`src/rtl/sem_pkg.sv`:
```
// sem_pkg: types and constants shared by the sobel edge magnitude block
// no dependencies
`default_nettype none

package sem_pkg;

   localparam int PIX_W    = 8;
   localparam int WIDTH_W  = 11;
   localparam int HEIGHT_W = 16;
   localparam int CSR_W    = 16;
   localparam int CSR_IDX_W = 1;

   localparam logic [CSR_IDX_W-1:0] CSR_IMAGE_WIDTH  = 1'b0;
   localparam logic [CSR_IDX_W-1:0] CSR_IMAGE_HEIGHT = 1'b1;

   localparam logic [WIDTH_W-1:0]  WIDTH_RESET  = 11'd1024;
   localparam logic [HEIGHT_W-1:0] HEIGHT_RESET = 16'd768;

   typedef struct packed {
      logic [PIX_W-1:0] red_in;
      logic [PIX_W-1:0] green_in;
      logic [PIX_W-1:0] blue_in;
      logic             drain;
   } sem_req_type;

   typedef struct packed {
      logic [PIX_W-1:0] red_out;
      logic [PIX_W-1:0] green_out;
      logic [PIX_W-1:0] blue_out;
      logic             frame_last;
   } sem_rsp_type;

   typedef enum logic [2:0] {
      ST_IDLE,
      ST_UPDATE,
      ST_LAUNCH,
      ST_WAIT,
      ST_SEND
   } sem_state_type;

endpackage

`default_nettype wire

```
`src/rtl/sem_lane.sv`:
```
// sem_lane: one color channel, sobel sums then bit-serial rounded root
// depends on sem_pkg
`default_nettype none

module sem_lane
   import sem_pkg::*;
(
   input  wire logic               clock,
   input  wire logic               reset,
   input  wire logic               start,
   input  wire logic [9*PIX_W-1:0] window,
   output logic                    done,
   output logic      [PIX_W-1:0]   magnitude
);

   logic [3:0]               cnt_ff;
   logic [3:0]               cnt_in;
   logic signed [11:0]       gx_ff;
   logic signed [11:0]       gy_ff;
   logic signed [11:0]       gx_in;
   logic signed [11:0]       gy_in;
   logic signed [21:0]       gx_wide;
   logic signed [21:0]       gy_wide;
   logic [21:0]              sum_ff;
   logic [PIX_W-1:0]         root_ff;
   logic [PIX_W-1:0]         trial;
   logic [PIX_W-1:0]         trial_m1;
   logic [2*PIX_W-1:0]       trial_prod;
   logic [2:0]               bit_idx;
   logic signed [11:0]       p [9];

   // unpack window taps, tap 0 is upper left
   always_comb begin
      for (int i = 0; i < 9; i++) begin
         p[i] = signed'({4'd0, window[(8-i)*PIX_W +: PIX_W]});
      end
   end

   // horizontal and vertical sums
   assign gx_in = p[2] - p[0] + ((p[5] - p[3]) <<< 1) + p[8] - p[6];
   assign gy_in = p[6] - p[0] + ((p[7] - p[1]) <<< 1) + p[8] - p[2];

   // sign-extend the sums so the squares keep all their bits
   assign gx_wide = 22'(gx_ff);
   assign gy_wide = 22'(gy_ff);

   // one root bit per step, msb first
   assign bit_idx    = 3'(4'd9 - cnt_ff);
   assign trial      = root_ff | (PIX_W'(1) << bit_idx);
   assign trial_m1   = trial - PIX_W'(1);
   assign trial_prod = trial * trial_m1;

   // step counter
   always_comb begin
      cnt_in = cnt_ff;
      if (start) begin
         cnt_in = 4'd1;
      end else if (cnt_ff == 4'd10) begin
         cnt_in = 4'd0;
      end else if (cnt_ff != 4'd0) begin
         cnt_in = cnt_ff + 4'd1;
      end
   end

   always_ff @(posedge clock) begin
      if (reset) begin
         cnt_ff <= 4'd0;
      end else begin
         cnt_ff <= cnt_in;
      end
   end

   // datapath
   always_ff @(posedge clock) begin
      if (start) begin
         gx_ff <= gx_in;
         gy_ff <= gy_in;
      end else if (cnt_ff == 4'd1) begin
         sum_ff  <= $unsigned(gx_wide * gx_wide) + $unsigned(gy_wide * gy_wide);
         root_ff <= '0;
      end else if (cnt_ff >= 4'd2 && cnt_ff <= 4'd9) begin
         if (22'(trial_prod) < sum_ff) begin
            root_ff <= trial;
         end
      end
   end

   assign done      = (cnt_ff == 4'd10);
   assign magnitude = root_ff;

endmodule

`default_nettype wire

```
`config.mk`:
```
export PLATFORM = sky130hd
export DESIGN_NAME = sem_lane
export DESIGN_NICKNAME = d
export VERILOG_FILES = /design/src/rtl/sem_pkg.sv /design/src/rtl/sem_lane.sv
export SDC_FILE = /design/constraint.sdc
export NUM_CORES = 1
export LEC_CHECK = 0
export ABC_AREA = 1
export BUFFER_PORTS_ARGS = -buffer_cell sky130_fd_sc_hd__buf_2
export CORE_MARGIN = 4
export CORE_UTILIZATION = 65
export CTS_BUF_LIST = sky130_fd_sc_hd__clkbuf_16
export CTS_CLUSTER_DIAMETER = 40
export DETAILED_ROUTE_END_ITERATION = 7
export PLACE_DENSITY = 0.85
export REMOVE_ABC_BUFFERS = 1
export SLEW_MARGIN = 20
export SYNTH_ARGS = -nofsm -noshare
export SYNTH_HDL_FRONTEND = slang
export SYNTH_SLANG_ARGS = --single-unit
```
`constraint.sdc`:
```
create_clock -name clock -period 7.6 [get_ports clock]
set_input_delay 1.52 -clock clock [delete_from_list [all_inputs] [get_ports clock]]
set_output_delay 1.52 -clock clock [all_outputs]
set_load 0.03 [all_outputs]
```
==> summary.md <==
| Metric | Value |
|---|---|
| Final hold vios | `0` |
| Clock Skew | `0.0112 ns` |
| Period utilization | `0.941` |
| Global Route Usage Sum | `0.275` |
| Post-synth cell types | `45` |
| Clk_lat worst skew | `0.35 ns` |
| Via density | `5.25` |
| Period minus WS final | `7.15 ns` |
| Detailed Place HPWL | `31900 µm` |
| Initial antenna violation count | `0` |
| CTS buffer count | `9` |
| Sequential area share after synthesis | `0.0992` |
| Top-count cell post-synth | `inv_1` |
| Max cap viols | `0` |
| Clock Path Buffers | `2` |
| Normalized max-slew margin | `0.509` |
| DR pass1 iterations | `6` |
| Share of layout cells above drive strength 1 | `0.0900` |
| Max Clk Rate | `0.140 GHz` |
| Starting Density | `0.660` |
| Fill cell count | `1920` |
| First-pass GRT wire length | `64100 µm` |
| Final-report setup violation count | `0` |
| Routed WL | `36600 µm` |
| Post-layout nets | `2703` |
| WL met2 | `19200 µm` |
| Crit path kind | `register to register` |
| Area grow syn2layout | `7.42%` |
| Synthesized area per cell | `8.62 µm²` |
| Vias in the first global route | `14100` |
| TritonCTS clock tree | `yes` |
| Setup total negative slack | `0 ns` |
| Worst Setup Start Kind | `register` |
| Slowest stage cell, crit path | `fa_1` |
| Via count of the routed design | `12700` |
| Root buf cell | `clkbuf_16` |
| IO Port Bufs | `75` |
| Ys flop type | `edfxtp_1` |
| CTS H-tree lvls | `3` |
| Maximum number of pins on one net before global-route repair | `29` |
| # DRC | `0` |
| Top Ports | `84` |
| Wl on met1 | `14300 µm` |
| CP max stage delay | `0.55 ns` |
| Worst Path Required | `7.70 ns` |
| Hold bufs inserted after CTS | `0` |
| #FFs+latches synth | `58` |
| Met3 WL | `1880 µm` |
| Ranking of synthesized cells by area | `fa_1, ha_1, inv_1` |
| Final slew viol count | `0` |
| Critical Path Fanout Max | `8` |
| Cells after Synth | `1990` |
| Die Y | `170 µm` |
| Synthesized area | `17200 µm²` |
| Worst Tran Pin Value | `0.736 ns` |
| Routability cong. | `0.907` |
| Post-synth EDFFs | `54` |
| CP dominant cell by count | `inv_1` |
| WP data arrival | `7.25 ns` |
| Post-synth ARST share | `0` |
| Total grt overflow | `0` |
| Clock sink total | `58` |
| Avg WL per Cell | `15.1 µm` |
| Ant diodes | `0` |
| Clk slew on worst S/H paths | `0.06 ns` |
| Top-area cell type share of the netlist area | `0.379` |
| Synth area leader | `fa_1` |
| RSZ-0062 raised after global routing | `false` |
| Die X | `170 µm` |
| First-iteration detailed-routing DRC count | `743` |
| Highest metal used | `met4` |
| Cell Rows | `59` |
| Status | `finished, final reports clean` |
| Hold/Removal Path Class | `register to register` |
| Synth warnings | `0` |
| Core footprint | `26000 µm²` |
| DIE AREA | `29000 µm²` |
| Crit end category | `register` |
| Antenna Nets Post-Route | `0` |
| Commonest cells in the netlist | `inv_1, fa_1, nand2_1` |
-- path summary, 6_finish.rpt --
kind                            startpoint      endpoint  slack (ns)  depth (start not counted)
worst max-delay path             cnt_ff[1]  magnitude[4]        0.45                         33
worst min-delay path             cnt_ff[2]     cnt_ff[2]        0.56                          2
worst max register to register   cnt_ff[1]  magnitude[4]        0.45                         33
worst min register to register   cnt_ff[2]     cnt_ff[2]        0.56                          2
-- repair_timing --
action,CTS,global route
setup endpoints to repair,0,8
resized for setup,0,12
setup buffers,0,1
endpoints found under the hold margin,0,0
-- metal layers --
metal | up-vias | GRT usage
li1 | 6035 | -
met5 | - | 0
met2 | 380 | 0.500
met3 | 100 | 0.0416
met4 | 0 | 0.0931
met1 | 6202 | 0.333
-- registers in the layout (all words and copies together), names as in the netlist --
signal / flops
cnt_ff: 4
gx_ff: 12
gy_ff: 12
magnitude: 8
sum_ff: 22
-- area by class of cell --
type | count | area [µm²] | area share
multi-input combinational | 1251 | 12900 | 0.702
inverter | 655 | 2460 | 0.133
sequential | 58 | 1710 | 0.0926
timing repair buffer | 108 | 623 | 0.0338
tap | 335 | 419 | 0.0228
clock buffer | 9 | 225 | 0.0122
clock inverter | 7 | 60.1 | 0.00326
-- placed cells by master, fill, tap and decap left out, types with 3 or more instances in the layout --
cell type,instances
a21o_1,5
a21oi_1,70
a21oi_2,17
a31oi_1,3
buf_2,75
buf_4,33
clkbuf_16,9
clkinv_1,5
clkinv_2,3
dfxtp_2,3
edfxtp_1,54
fa_1,325
ha_1,217
inv_1,644
inv_2,8
nand2_1,298
nand2_2,8
nand3_1,39
nand4_1,9
nor2_1,90
nor3_1,6
nor4_1,5
o2111ai_1,3
o21ai_0,18
o21ai_1,3
o21ai_2,4
o21bai_1,9
o311ai_0,4
o31ai_1,3
or2_2,11
xnor2_1,27
xor2_1,54
-- worst max-delay path, delay by kind of cell, from the launching register on --
kind            cells  cell delay [ns]
fa+ha+maj           9             3.53
flops               1             0.40
buf+inv             8             0.74
compound gates      6             0.89
xor+xnor            1             0.19
simple gates        9             1.13
-- logic make-up (layout without fill, tap and decap cells) --
group,after synthesis,in the layout,synth area share
DFF,58,58,0.0992
buffers and inverters,681,779,0.149
AOI/OAI and AO/OA,151,151,0.0559
and+or+nand+nor,474,474,0.114
xor gates and xnor gates,81,81,0.0414
adders and majority gates,545,545,0.540
-- per-stage QoR --
stage               cells  cell area (µm²)  setup WS [ns]  hold WS, ns  utilization
floorplan            1964            17000          0.346        0.547            -
global placement     2406            18100          0.330        0.572        0.696
detailed placement   2406            18100          0.141        0.588        0.696
CTS                  2422            18400         0.0526        0.603        0.707
global route         2423            18400         0.0498        0.586        0.709
finish               2423            18400          0.452        0.563        0.709
Power is left out: the tool's default activity adds up to more than one toggle a clock period on the data nets, which glitch-free logic cannot reach.
